**config.mk**
```make
export PLATFORM = sky130hd
export DESIGN_NAME = path_point_stream_parser_top
export DESIGN_NICKNAME = d
export VERILOG_FILES = /design/src/rtl/ppsp_pkg.sv /design/src/rtl/path_point_stream_parser_top.sv /design/src/rtl/ppsp_front.sv /design/src/rtl/ppsp_queue.sv /design/src/rtl/ppsp_back.sv
export SDC_FILE = /design/constraint.sdc
export NUM_CORES = 1
export LEC_CHECK = 0
export ABC_AREA = 1
export BUFFER_PORTS_ARGS = -buffer_cell sky130_fd_sc_hd__buf_4
export CAP_MARGIN = 20
export CORE_UTILIZATION = 35
export CTS_CLUSTER_DIAMETER = 100
export DETAILED_ROUTE_END_ITERATION = 10
export GPL_ROUTABILITY_DRIVEN = 0
export GPL_TIMING_DRIVEN = 1
export SLEW_MARGIN = 20
export SYNTH_ARGS = -nofsm -noshare
export SYNTH_HDL_FRONTEND = slang
export SYNTH_SLANG_ARGS = --single-unit
```
**constraint.sdc**
```tcl
create_clock -name clk -period 8.93 [get_ports clk]
set_input_delay 1.3395 -clock clk [delete_from_list [all_inputs] [get_ports clk]]
set_output_delay 1.3395 -clock clk [all_outputs]
set_load 0.03 [all_outputs]
```
**src/rtl/ppsp_pkg.sv**
```systemverilog
// ----------------------------------------------------------------------------
// ppsp_pkg: shared definitions for the path point stream parser
// Result kinds, frame status codes, register indexes and the record that
// travels from the parser front to the result back end.
// ----------------------------------------------------------------------------
package ppsp_pkg;

    // record queue depth default (range 2 to 16)
    localparam int QUEUE_DEPTH_DEFAULT = 4;

    // item byte counts
    localparam int META_BYTES        = 12;
    localparam int COUNT_BYTES       = 2;
    localparam int WORD_POINT_BYTES  = 10;
    localparam int FLOAT_POINT_BYTES = 11;

    // configuration register indexes
    localparam logic REG_FORMAT_WORDS  = 1'b0;
    localparam logic REG_FORMAT_FLOATS = 1'b1;

    typedef enum logic [1:0] {
        KIND_HEADER = 2'd0,
        KIND_META   = 2'd1,
        KIND_POINT  = 2'd2,
        KIND_END    = 2'd3
    } kind_t;

    typedef enum logic [1:0] {
        STATUS_OK        = 2'd0,
        STATUS_CHECKSUM  = 2'd1,
        STATUS_TRUNCATED = 2'd2,
        STATUS_UNKNOWN   = 2'd3
    } status_t;

    // one accepted byte's worth of results: an optional item and an optional end
    typedef struct packed {
        logic        item_valid;
        kind_t       item_kind;
        logic        item_fmt;
        logic [63:0] asm_low;
        logic [31:0] asm_high;
        logic        end_valid;
        status_t     end_status;
    } record_t;

endpackage

```
**src/rtl/path_point_stream_parser_top.sv**
```systemverilog
// ----------------------------------------------------------------------------
// path_point_stream_parser_top: path point stream parser
// Parses frame bytes into path headers, metas, points and a frame end beat.
//
//   channel   direction  handshake              payload
//   config    in         cfg_write_en           cfg_index, cfg_data
//   bytes     in         push / full            data_byte, final_byte, expected_sum
//   results   out        empty / pop            result_kind .. last_result
//
// One byte is taken every cycle while full is low; the parser front builds each byte's
// record combinationally. A result goes via the record queue and the back end's held
// record. A final byte that also completes an item gives two result beats, shown in
// turn by the back end; the record queue (QUEUE_DEPTH) absorbs that.
// Reset is asynchronous and takes effect at once; no clearing pass.
// A stalled result side fills the queue and then raises full.
// ----------------------------------------------------------------------------
module path_point_stream_parser_top #(
    parameter int QUEUE_DEPTH = ppsp_pkg::QUEUE_DEPTH_DEFAULT
) (
    input  logic        clk,
    input  logic        rst_n,
    input  logic        cfg_write_en,
    input  logic        cfg_index,
    input  logic [7:0]  cfg_data,
    input  logic        push,
    output logic        full,
    input  logic [7:0]  data_byte,
    input  logic        final_byte,
    input  logic [31:0] expected_sum,
    output logic        empty,
    input  logic        pop,
    output logic [1:0]  result_kind,
    output logic        path_format,
    output logic [15:0] path_points,
    output logic [63:0] meta_name,
    output logic [31:0] meta_value,
    output logic [31:0] x_word,
    output logic [31:0] y_word,
    output logic [15:0] red,
    output logic [15:0] green,
    output logic [15:0] blue,
    output logic [1:0]  frame_status,
    output logic        last_result
);
    import ppsp_pkg::*;

    record_t wr_rec;
    record_t rd_rec;
    logic    wr_en;
    logic    rd_en;
    logic    q_empty;
    logic    accept;

    assign accept = push && !full;

    // parser front
    ppsp_front u_front (
        .clk          (clk),
        .rst_n        (rst_n),
        .cfg_write_en (cfg_write_en),
        .cfg_index    (cfg_index),
        .cfg_data     (cfg_data),
        .accept       (accept),
        .data_byte    (data_byte),
        .final_byte   (final_byte),
        .expected_sum (expected_sum),
        .rec_write    (wr_en),
        .rec          (wr_rec)
    );

    // record queue
    ppsp_queue #(
        .DEPTH (QUEUE_DEPTH)
    ) u_queue (
        .clk     (clk),
        .rst_n   (rst_n),
        .wr_en   (wr_en),
        .wr_data (wr_rec),
        .rd_en   (rd_en),
        .rd_data (rd_rec),
        .full    (full),
        .empty   (q_empty)
    );

    // result back end
    ppsp_back u_back (
        .clk          (clk),
        .rst_n        (rst_n),
        .q_data       (rd_rec),
        .q_empty      (q_empty),
        .q_read       (rd_en),
        .pop          (pop),
        .empty        (empty),
        .result_kind  (result_kind),
        .path_format  (path_format),
        .path_points  (path_points),
        .meta_name    (meta_name),
        .meta_value   (meta_value),
        .x_word       (x_word),
        .y_word       (y_word),
        .red          (red),
        .green        (green),
        .blue         (blue),
        .frame_status (frame_status),
        .last_result  (last_result)
    );

endmodule

```
**src/rtl/ppsp_front.sv**
```systemverilog
// ----------------------------------------------------------------------------
// ppsp_front: byte parser
// Walks the path records one byte per accepted beat, assembles metas and
// points, keeps the byte sum and writes one record per result-bearing byte.
// ----------------------------------------------------------------------------
module ppsp_front (
    input  logic              clk,
    input  logic              rst_n,
    input  logic              cfg_write_en,
    input  logic              cfg_index,
    input  logic [7:0]        cfg_data,
    input  logic              accept,
    input  logic [7:0]        data_byte,
    input  logic              final_byte,
    input  logic [31:0]       expected_sum,
    output logic              rec_write,
    output ppsp_pkg::record_t rec
);
    import ppsp_pkg::*;

    typedef enum logic [2:0] {
        PH_FORMAT,
        PH_MCOUNT,
        PH_META,
        PH_PCOUNT,
        PH_POINTS
    } phase_t;

    phase_t      phase_reg, phase_next;
    logic [3:0]  idx_reg, idx_next;
    logic [7:0]  fmt_reg, fmt_next;
    logic [7:0]  metas_left_reg, metas_left_next;
    logic [15:0] points_left_reg, points_left_next;
    logic [63:0] low_reg, low_next;
    logic [31:0] high_reg, high_next;
    logic [31:0] sum_reg, sum_next;
    logic        stopped_reg, stopped_next;
    logic [7:0]  code_words_reg;
    logic [7:0]  code_floats_reg;

    logic [63:0] put_low;
    logic [31:0] put_high;
    logic [3:0]  put_idx;
    logic [3:0]  point_need;
    logic        item_valid;
    kind_t       item_kind;
    logic        item_fmt;
    status_t     end_status;

    // byte placement into the assembly words
    always_comb
    begin
        put_low  = low_reg;
        put_high = high_reg;
        for (int i = 0; i < 8; i++)
        begin
            if (idx_reg == 4'(i))
                put_low[8*i +: 8] = data_byte;
        end
        for (int i = 0; i < 4; i++)
        begin
            if (idx_reg == 4'(i + 8))
                put_high[8*i +: 8] = data_byte;
        end
        put_idx    = idx_reg + 4'd1;
        point_need = (fmt_reg != 8'd0) ? 4'(FLOAT_POINT_BYTES) : 4'(WORD_POINT_BYTES);
    end

    // parse step
    always_comb
    begin
        phase_next       = phase_reg;
        idx_next         = idx_reg;
        fmt_next         = fmt_reg;
        metas_left_next  = metas_left_reg;
        points_left_next = points_left_reg;
        low_next         = low_reg;
        high_next        = high_reg;
        stopped_next     = stopped_reg;
        sum_next         = sum_reg + 32'(data_byte);
        item_valid       = 1'b0;
        item_kind        = KIND_HEADER;
        item_fmt         = 1'b0;
        end_status       = STATUS_OK;

        if (!stopped_reg)
        begin
            case (phase_reg)
                PH_MCOUNT:
                begin
                    metas_left_next = data_byte;
                    idx_next        = 4'd0;
                    low_next        = 64'd0;
                    high_next       = 32'd0;
                    phase_next      = (data_byte != 8'd0) ? PH_META : PH_PCOUNT;
                end
                PH_META:
                begin
                    low_next  = put_low;
                    high_next = put_high;
                    idx_next  = put_idx;
                    if (put_idx >= 4'(META_BYTES))
                    begin
                        item_valid      = 1'b1;
                        item_kind       = KIND_META;
                        metas_left_next = metas_left_reg - 8'd1;
                        idx_next        = 4'd0;
                        low_next        = 64'd0;
                        high_next       = 32'd0;
                        if (metas_left_reg == 8'd1)
                            phase_next = PH_PCOUNT;
                    end
                end
                PH_PCOUNT:
                begin
                    low_next  = put_low;
                    high_next = put_high;
                    idx_next  = put_idx;
                    if (put_idx >= 4'(COUNT_BYTES))
                    begin
                        idx_next  = 4'd0;
                        low_next  = 64'd0;
                        high_next = 32'd0;
                        // words format wins when both codes match
                        if (fmt_reg == code_words_reg || fmt_reg == code_floats_reg)
                        begin
                            item_valid       = 1'b1;
                            item_kind        = KIND_HEADER;
                            item_fmt         = (fmt_reg != code_words_reg);
                            fmt_next         = {7'd0, item_fmt};
                            points_left_next = put_low[15:0];
                            phase_next       = (put_low[15:0] != 16'd0) ? PH_POINTS : PH_FORMAT;
                        end
                        else
                        begin
                            stopped_next = 1'b1;
                        end
                    end
                end
                PH_POINTS:
                begin
                    low_next  = put_low;
                    high_next = put_high;
                    idx_next  = put_idx;
                    if (put_idx >= point_need)
                    begin
                        item_valid       = 1'b1;
                        item_kind        = KIND_POINT;
                        item_fmt         = (fmt_reg != 8'd0);
                        points_left_next = points_left_reg - 16'd1;
                        idx_next         = 4'd0;
                        low_next         = 64'd0;
                        high_next        = 32'd0;
                        if (points_left_reg == 16'd1)
                            phase_next = PH_FORMAT;
                    end
                end
                default:
                begin
                    fmt_next   = data_byte;
                    phase_next = PH_MCOUNT;
                end
            endcase
        end

        // frame end: status, then back to the start of a frame
        if (final_byte)
        begin
            if (sum_next != expected_sum)
                end_status = STATUS_CHECKSUM;
            else if (stopped_next)
                end_status = STATUS_UNKNOWN;
            else if (phase_next != PH_FORMAT)
                end_status = STATUS_TRUNCATED;
            else
                end_status = STATUS_OK;
            phase_next       = PH_FORMAT;
            idx_next         = 4'd0;
            fmt_next         = 8'd0;
            metas_left_next  = 8'd0;
            points_left_next = 16'd0;
            low_next         = 64'd0;
            high_next        = 32'd0;
            sum_next         = 32'd0;
            stopped_next     = 1'b0;
        end
    end

    // record to the queue
    always_comb
    begin
        rec.item_valid = item_valid;
        rec.item_kind  = item_kind;
        rec.item_fmt   = item_fmt;
        rec.asm_low    = put_low;
        rec.asm_high   = put_high;
        rec.end_valid  = final_byte;
        rec.end_status = end_status;
        rec_write      = accept && (item_valid || final_byte);
    end

    // parse state
    always_ff @(posedge clk or negedge rst_n)
    begin
        if (!rst_n)
        begin
            phase_reg       <= PH_FORMAT;
            idx_reg         <= 4'd0;
            fmt_reg         <= 8'd0;
            metas_left_reg  <= 8'd0;
            points_left_reg <= 16'd0;
            low_reg         <= 64'd0;
            high_reg        <= 32'd0;
            sum_reg         <= 32'd0;
            stopped_reg     <= 1'b0;
        end
        else if (accept)
        begin
            phase_reg       <= phase_next;
            idx_reg         <= idx_next;
            fmt_reg         <= fmt_next;
            metas_left_reg  <= metas_left_next;
            points_left_reg <= points_left_next;
            low_reg         <= low_next;
            high_reg        <= high_next;
            sum_reg         <= sum_next;
            stopped_reg     <= stopped_next;
        end
    end

    // format code registers
    always_ff @(posedge clk or negedge rst_n)
    begin
        if (!rst_n)
        begin
            code_words_reg  <= 8'd0;
            code_floats_reg <= 8'd1;
        end
        else if (cfg_write_en)
        begin
            if (cfg_index == REG_FORMAT_WORDS)
                code_words_reg <= cfg_data;
            else
                code_floats_reg <= cfg_data;
        end
    end

endmodule

```
**src/rtl/ppsp_queue.sv**
```systemverilog
// ----------------------------------------------------------------------------
// ppsp_queue: record queue
// Small first-in first-out store between the parser and the result back end.
// ----------------------------------------------------------------------------
module ppsp_queue #(
    parameter int DEPTH = ppsp_pkg::QUEUE_DEPTH_DEFAULT
) (
    input  logic              clk,
    input  logic              rst_n,
    input  logic              wr_en,
    input  ppsp_pkg::record_t wr_data,
    input  logic              rd_en,
    output ppsp_pkg::record_t rd_data,
    output logic              full,
    output logic              empty
);
    import ppsp_pkg::*;

    localparam int PTR_W = $clog2(DEPTH);
    localparam int CNT_W = $clog2(DEPTH + 1);

    record_t            mem [DEPTH];
    logic [PTR_W-1:0]   wr_ptr_reg;
    logic [PTR_W-1:0]   rd_ptr_reg;
    logic [CNT_W-1:0]   count_reg;
    logic               do_wr;
    logic               do_rd;

    assign full    = (count_reg == CNT_W'(DEPTH));
    assign empty   = (count_reg == CNT_W'(0));
    assign do_wr   = wr_en && !full;
    assign do_rd   = rd_en && !empty;
    assign rd_data = mem[rd_ptr_reg];

    // storage
    always_ff @(posedge clk)
    begin
        if (do_wr)
            mem[wr_ptr_reg] <= wr_data;
    end

    // pointers and fill count
    always_ff @(posedge clk or negedge rst_n)
    begin
        if (!rst_n)
        begin
            wr_ptr_reg <= '0;
            rd_ptr_reg <= '0;
            count_reg  <= '0;
        end
        else
        begin
            if (do_wr)
                wr_ptr_reg <= (wr_ptr_reg == PTR_W'(DEPTH - 1)) ? '0 : wr_ptr_reg + PTR_W'(1);
            if (do_rd)
                rd_ptr_reg <= (rd_ptr_reg == PTR_W'(DEPTH - 1)) ? '0 : rd_ptr_reg + PTR_W'(1);
            if (do_wr && !do_rd)
                count_reg <= count_reg + CNT_W'(1);
            else if (do_rd && !do_wr)
                count_reg <= count_reg - CNT_W'(1);
        end
    end

endmodule

```
**src/rtl/ppsp_back.sv**
```systemverilog
// ----------------------------------------------------------------------------
// ppsp_back: result back end
// Holds one record, shows any item and then any frame end as result beats,
// and unpacks the assembly words into the result fields.
// ----------------------------------------------------------------------------
module ppsp_back (
    input  logic              clk,
    input  logic              rst_n,
    input  ppsp_pkg::record_t q_data,
    input  logic              q_empty,
    output logic              q_read,
    input  logic              pop,
    output logic              empty,
    output logic [1:0]        result_kind,
    output logic              path_format,
    output logic [15:0]       path_points,
    output logic [63:0]       meta_name,
    output logic [31:0]       meta_value,
    output logic [31:0]       x_word,
    output logic [31:0]       y_word,
    output logic [15:0]       red,
    output logic [15:0]       green,
    output logic [15:0]       blue,
    output logic [1:0]        frame_status,
    output logic              last_result
);
    import ppsp_pkg::*;

    record_t rec_reg;
    logic    valid_reg;
    logic    item_done_reg;
    logic    showing_end;
    logic    take;
    logic    finish;
    logic    load;

    // beat sequencing
    assign showing_end = !rec_reg.item_valid || item_done_reg;
    assign take        = valid_reg && pop;
    assign finish      = take && (showing_end || !rec_reg.end_valid);
    assign load        = (!valid_reg || finish) && !q_empty;
    assign q_read      = load;
    assign empty       = !valid_reg;

    always_ff @(posedge clk or negedge rst_n)
    begin
        if (!rst_n)
        begin
            valid_reg     <= 1'b0;
            item_done_reg <= 1'b0;
        end
        else if (load)
        begin
            valid_reg     <= 1'b1;
            item_done_reg <= 1'b0;
        end
        else if (finish)
        begin
            valid_reg <= 1'b0;
        end
        else if (take)
        begin
            item_done_reg <= 1'b1;
        end
    end

    // held record
    always_ff @(posedge clk)
    begin
        if (load)
            rec_reg <= q_data;
    end

    // field unpacking
    always_comb
    begin
        result_kind  = showing_end ? KIND_END : rec_reg.item_kind;
        last_result  = showing_end || !rec_reg.end_valid;
        path_format  = 1'b0;
        path_points  = 16'd0;
        meta_name    = 64'd0;
        meta_value   = 32'd0;
        x_word       = 32'd0;
        y_word       = 32'd0;
        red          = 16'd0;
        green        = 16'd0;
        blue         = 16'd0;
        frame_status = 2'd0;
        if (showing_end)
        begin
            frame_status = rec_reg.end_status;
        end
        else
        begin
            case (rec_reg.item_kind)
                KIND_HEADER:
                begin
                    path_format = rec_reg.item_fmt;
                    path_points = rec_reg.asm_low[15:0];
                end
                KIND_META:
                begin
                    meta_name  = rec_reg.asm_low;
                    meta_value = rec_reg.asm_high;
                end
                KIND_POINT:
                begin
                    if (rec_reg.item_fmt)
                    begin
                        x_word = rec_reg.asm_low[31:0];
                        y_word = rec_reg.asm_low[63:32];
                        red    = {8'd0, rec_reg.asm_high[7:0]};
                        green  = {8'd0, rec_reg.asm_high[15:8]};
                        blue   = {8'd0, rec_reg.asm_high[23:16]};
                    end
                    else
                    begin
                        x_word = {16'd0, rec_reg.asm_low[15:0]};
                        y_word = {16'd0, rec_reg.asm_low[31:16]};
                        red    = rec_reg.asm_low[47:32];
                        green  = rec_reg.asm_low[63:48];
                        blue   = rec_reg.asm_high[15:0];
                    end
                end
                default:
                begin
                    frame_status = rec_reg.end_status;
                end
            endcase
        end
    end

endmodule

```
# Word level (Yosys, flattened, before mapping)
# Memories as Yosys holds them, arrays and structs flattened. A register that Yosys moved wholly into a read port is not among the register bits.
# Cells that the tools add are included.
# W data, S select, Z words.
[totals] register_bits=193 ram_bits=412 inputBits=55 output_inout_bits=232 memories=1
[op_classes] add_sub_neg=8 n_lt_le_gt_ge=3 eq_ne=33 muxes=119 bitwise=1 reduce_logical=43
[mem_list] name="u_queue.mem" words=4 word_bits=103 read_ports=1 rd_ports_with_merged_regs=1 wr=1 line_no="ppsp_queue.sv:22" text="record_t mem [DEPTH];"
[ops] operator="$mux W32" n=14
[ops] operator="$mux W64" n=7
[ops] operator="$mux W16" n=16
[ops] operator="$pmux W64 S4" n=1
[ops] operator="$mux W8" n=19
[ops] operator="$pmux W32 S4" n=1
[ops] operator="$mux W3" n=11
[ops] operator="$add A32 B8 Y32" n=1
[ops] operator="$ne A32 B32 Y1" n=1
[ops] operator="$pmux W16 S2" n=1
[ops] operator="$pmux W8 S2" n=2
[ops] operator="$mux W1" n=26
[ops] operator="$mux W2" n=11
[ops] operator="$mux W4" n=5
[ops] operator="$eq A16 B1 Y1 const B" n=1
[ops] operator="$eq A4 B3 Y1 const B" n=4
[ops] operator="$eq A4 B4 Y1 const B" n=4
[ops] operator="$eq A8 B8 Y1" n=2
[ops] operator="$pmux W4 S4" n=1
[ops] operator="$reduce_bool A16 Y1" n=1
[ops] operator="$reduce_bool A8 Y1" n=2
[ops] operator="$sub A16 B1 Y16 const B" n=1
[ops] operator="$ne A3 B2 Y1 const B" n=4
[ops] operator="$pmux W3 S4" n=1
[ops] operator="other kinds (38)" n=70

# Depth between registers and ports, before layout
[logic_depth] word_depth=13 depth_mapped=20 depth_no_buf=20

# By module
# Synthesis repeated with hierarchy kept, for this count alone.
[unflattened] cells_unflattened=3523 area_unflattened_um2=33977.6
[by_module_without_submodules] module="ppsp_queue" instances=1 cells_per_inst=1263 area_each_um2=16879.9 seq_area_each_um2=12547.0
[by_module_without_submodules] module="ppsp_front" instances=1 cells_per_inst=1678 area_each_um2=11870.1 seq_area_each_um2=4605.7
[by_module_without_submodules] module="ppsp_back" instances=1 cells_per_inst=580 area_each_um2=5217.5 seq_area_each_um2=3143.0
[by_module_without_submodules] module="path_point_stream_parser_top" instances=1 cells_per_inst=2 area_each_um2=10.0 seq_area_each_um2=0.0

# Worst setup path before layout
# Ideal clock, no wire load.
[synth_path] kind="input port to flip-flop" startpoint="input port pop" endpoint="register u_queue.count_reg[1]" arrival_time_ns=7.383 setup_slack_ns=1.422 path_stages=9 cell_sequence="nand3_1 > nand2_1 > inv_1 > nor2_1 > inv_1 > ha_1 > inv_1 > fa_1 > mux2_2"
[synth_via] elab_chain_len=8
[synth_lines] item="start, declared" line_no="path_point_stream_parser_top.sv:31" text="input logic pop,"
[synth_lines] item="$logic_and A1 B1 Y1 *" line_no="ppsp_back.sv:39" text="assign take = valid_reg && pop;"
[synth_lines] item="$logic_and A1 B1 Y1 *" line_no="ppsp_back.sv:40" text="assign finish = take && (showing_end || !rec_reg.end_valid);"
[synth_lines] item="$logic_or A1 B1 Y1 *" line_no="ppsp_back.sv:41" text="assign load = (!valid_reg || finish) && !q_empty;"
[synth_lines] item="$logic_and A1 B1 Y1 *" line_no="ppsp_back.sv:41"
[synth_lines] item="named net rd_en" line_no="path_point_stream_parser_top.sv:50" text="logic rd_en;"
[synth_lines] item="$logic_and A1 B1 Y1 *" line_no="ppsp_queue.sv:32" text="assign do_rd = rd_en && !empty;"
[synth_lines] item="$logic_not A1 Y1" line_no="ppsp_queue.sv:57" text="if (do_wr && !do_rd)"
[synth_lines] item="$logic_and A1 B1 Y1" line_no="ppsp_queue.sv:57"
[synth_lines] item="$mux W3 / $reduce_bool A2 Y1 (equally long branches)"
[synth_lines] item="end signal, assigned" line_no="ppsp_queue.sv:58" text="count_reg <= count_reg + CNT_W'(1);"
[synth_lines] item="end signal, assigned" line_no="ppsp_queue.sv:60" text="count_reg <= count_reg - CNT_W'(1);"
[synth_lines] item="end, declared" line_no="ppsp_queue.sv:25" text="logic [CNT_W-1:0] count_reg;"
# The timed path passes the listed nets; every way through them passes the cells marked *.
# A chain may end at the register's enable or synchronous reset.

# Worst setup path in the final report
[layout_path] startpoint="register u_back.item_done_reg" endpoint="output port y_word[10]"
[layout_via] elab_chain_len=2
[layout_lines] item="start, declared" line_no="ppsp_back.sv:31" text="logic item_done_reg;"
[layout_lines] item="start signal, assigned" line_no="ppsp_back.sv:50" text="item_done_reg <= 1'b0;"
[layout_lines] item="start signal, assigned" line_no="ppsp_back.sv:55" text="item_done_reg <= 1'b0;"
[layout_lines] item="start signal, assigned" line_no="ppsp_back.sv:63" text="item_done_reg <= 1'b1;"
[layout_lines] item="$logic_or A1 B1 Y1" line_no="ppsp_back.sv:38" text="assign showing_end = !rec_reg.item_valid || item_done_reg;"
[layout_lines] item="$mux W32" line_no="ppsp_back.sv:89" text="if (showing_end)"
[layout_lines] item="end, declared" line_no="path_point_stream_parser_top.sv:38" text="output logic [31:0] y_word,"
# Every way passes these cells.

==> flow_summary.json <==
{
  "syn-instance-count": 3293,
  "slew-limit-headroom_pct": 29.4,
  "seq_area_um2": 20300,
  "crit_family": "buffers and inverters",
  "drt_iter0_drc": 1998,
  "seq_area_frac_synth_pct": 63.1,
  "yosys_warnings": 0,
  "synth_flop_cell": "edfxtp_1",
  "vdd_drop_max_uv": 168,
  "dieArea_um2": 93200,
  "fin_area_um2": 38000,
  "skew_ns": 0.0228,
  "ioPinCount": 287,
  "grt_pass1_vias": 22800,
  "async_flop_share_pct": 27.3,
  "path_clk_slew_ns": 0.06,
  "avgRoutedWirePerCell_um": 19.0,
  "start_kind": "flop",
  "drv_slew": 0,
  "hold_viol": 0,
  "hold_buffers": 0,
  "via_per_inst": 5.08,
  "grt_pass1_wl_mm": 136,
  "fin_crit_sh_pct": 51.5,
  "met1_length_mm": 40.1,
  "fin_tns_setup_ns": 0,
  "netlist.area_leader.share_pct": 48.0,
  "area_delta_synth_final_pct": 18.1,
  "dr_wl_met2_mm": 41.3,
  "syn_nets": 3374,
  "multi_input_area_um2": 9630,
  "finalSetupViolations": 0,
  "synthTopCellsByArea": "edfxtp_1 (48%), dfrtp_1 (15%), o21ai_0 (5.9%)",
  "placed_area_um2": 35500,
  "h-tree-depth": 3,
  "clock_latency_ns": 0.63,
  "slowest_stage": "inv_1",
  "power.leakage_nw": 16.3,
  "rows": 110,
  "ys_ff_latch": 708,
  "drc": 0,
  "die_x_um": 305,
  "gr-usage-all-layers_pct": 18.9,
  "cts_sinks": 708,
  "drt_wl_total_mm": 90.1,
  "grt-ovfl-total": 0,
  "cts_root_buf": "clkbuf_16",
  "rsz0062_at_grt": "false",
  "max_stage_delay_ns": 0.69,
  "top_layer_used": "met5",
  "path_buf_inv": 4,
  "final_antenna_net_count": 0,
  "io_buffers": 286,
  "nFillCells": 8651,
  "drv_cap": 0,
  "cts_tree": "done",
  "synth_area_um2": 32200,
  "avgSynthCellArea_um2": 9.78,
  "p_per_area_nw_per_um2": 309,
  "antenna_found_initial": 6,
  "status": "completed",
  "worst_setup_path_end_kind": "output pin",
  "fin_crit_ns": 4.60,
  "antennaDiodeCount": 0,
  "drt-pass1-iter-count": 7,
  "synth_edf_count": 515,
  "crit_arrival_ns": 3.26,
  "path_cells": "inv_1, nand2_4, inv_1, nand2_1, nor2_1, inv_4, nor2_1, buf_4",
  "min_path_type": "reg2reg",
  "die_h_um": 305,
  "largest_reg_flops": 412,
  "ctsResizeCount": 0,
  "start_util_pct": 35.5,
  "path_max_fanout": 56,
  "post_cts_buffers": 0,
  "route.met3.wl_mm": 6.48,
  "hpwl_mm": 56.9,
  "tightest_slew_ns": 1.06,
  "vias": 24100,
  "yosys.area.top_type": "edfxtp_1",
  "grt_start_max_net_pins": 110,
  "drive_gt1_share_pct": 13.2,
  "cts_buffers": 74,
  "fp.coreArea_um2": 90600,
  "crit_type": "reg2out",
  "cp.required_ns": 7.59,
  "synth_cell_types": 48,
  "final_nets": 3594,
  "fmax_ghz": 0.217,
  "ctsLongestPathBuffers": 3
}
## power by group
group	internal, mW	switching (mW)	total [mW]
logic	1.04	2.85	3.90
clock network	1.89	1.33	3.21
registers	4.26	0.364	4.63
## Yosys cell counts (all sizes together), types with 10 or more instances
| cell type | n |
|---|---|
| xnor2 | 10 |
| inv | 437 |
| clkbuf | 143 |
| a21oi | 65 |
| nand2 | 474 |
| nor3 | 133 |
| buf | 29 |
| ha | 24 |
| nand3 | 90 |
| xor2 | 12 |
| o21ai | 385 |
| nand4 | 24 |
| nand3b | 25 |
| nor2 | 459 |
| o22ai | 231 |
| edfxtp | 515 |
| dfrtp | 192 |
## worst reg2reg max path, stage by stage, from the launching register on
cell and delay (ns):
dfrtp_1 0.42, nor4_1 0.37, nand2_1 0.20, ha_1 0.32, inv_1 0.04, a21oi_1 0.11
o21ai_1 0.11, nor2_1 0.19, inv_1 0.09, nand3_1 0.12, nand2_1 0.10, a21oi_2 0.26
inv_1 0.22, nor2_4 0.12, buf_4 0.66, buf_4 0.83
## worst paths after layout
check	start	to	slack [ns]	cells past startpoint
max in group asynchronous	rst_n	u_queue.rd_ptr_reg[0]	6.64	2
worst max-delay path	u_back.item_done_reg	y_word[10]	4.33	8
worst min-delay path	u_front.low_reg[0]	u_front.low_reg[0]	0.49	2
worst max register to register	u_front.fmt_reg[4]	u_queue.mem[0][79]	4.37	15
min in group asynchronous	rst_n	u_front.sum_reg[15]	0.73	1
worst min register to register	u_front.low_reg[0]	u_front.low_reg[0]	0.49	2
## placed cells by master, fill, tap and decap left out, types with 5 or more instances in the layout
cell        synthesis  layout
clkinv_1            1      10
nor4_1              7       7
edfxtp_1          515     515
dfrtp_1           192     190
or2_2               5       5
ha_1               24      24
nor3_1            132     132
o22ai_1           231     231
buf_4               2     313
nor2_1            455     449
nand4_1            24      24
clkinvlp_4          0       6
bufinv_16           0       9
xnor2_1            10      10
o21ai_0           377     377
inv_2               8       9
inv_1             429     427
clkbuf_8            0       8
clkbuf_1          143      12
xor2_1             12      12
o21ai_1             7       7
clkbuf_16           0      75
nand3b_1           25      25
nand2_1           472     470
o211ai_1            5       5
a21oi_1            62      62
clkinv_2            0      11
o21a_1              5       5
nor2_4              2       7
nand3_1            90      90
## metrics by stage
step / hold slack (ns) / worst slack, ns / utilization (%) / std cells / power [mW]
2_1_floorplan: 0.453 / 1.42 / - / 3293 / 7.16
3_3_place_gp: 0.468 / 4.30 / 39.1 / 4612 / 8.57
3_5_place_dp: 0.476 / 4.26 / 39.2 / 4613 / 8.61
4_1_cts: 0.491 / 4.31 / 42.0 / 4751 / 11.8
5_1_grt: 0.518 / 3.94 / 42.0 / 4751 / 12.4
6_report: 0.487 / 4.33 / 42.0 / 4751 / 11.7
## layer usage
metal	track usage (%)	vias to the layer above
met5	0	-
li1	-	11700
met3	3.50	128
met4	5.24	4
met1	26.0	11500
met2	30.7	779
## layout make-up
cell class | count | area share (%)
Tap cell | 1176 | 3.87
Clock buffer | 94 | 5.31
Inverter | 438 | 4.35
Sequential cell | 708 | 53.4
Multi-Input combinational cell | 1975 | 25.3
Timing Repair Buffer | 316 | 6.34
Clock inverter | 44 | 1.43
## kinds of logic (layout without fill, tap and decap cells)
kind of cell	count (synthesis)	in the layout	share of synthesized area, %
multiplexers	1	1	0.0350
buffers and inverters	610	892	7.22
adder cells (fa/ha/maj)	26	26	1.06
AND/OR/NAND/NOR	1221	1221	15.8
flip-flops	708	708	63.1
AO/OA/AOI/OAI	704	704	12.1
XOR/XNOR	23	23	0.669
Power figures use the tool's default switching activity.
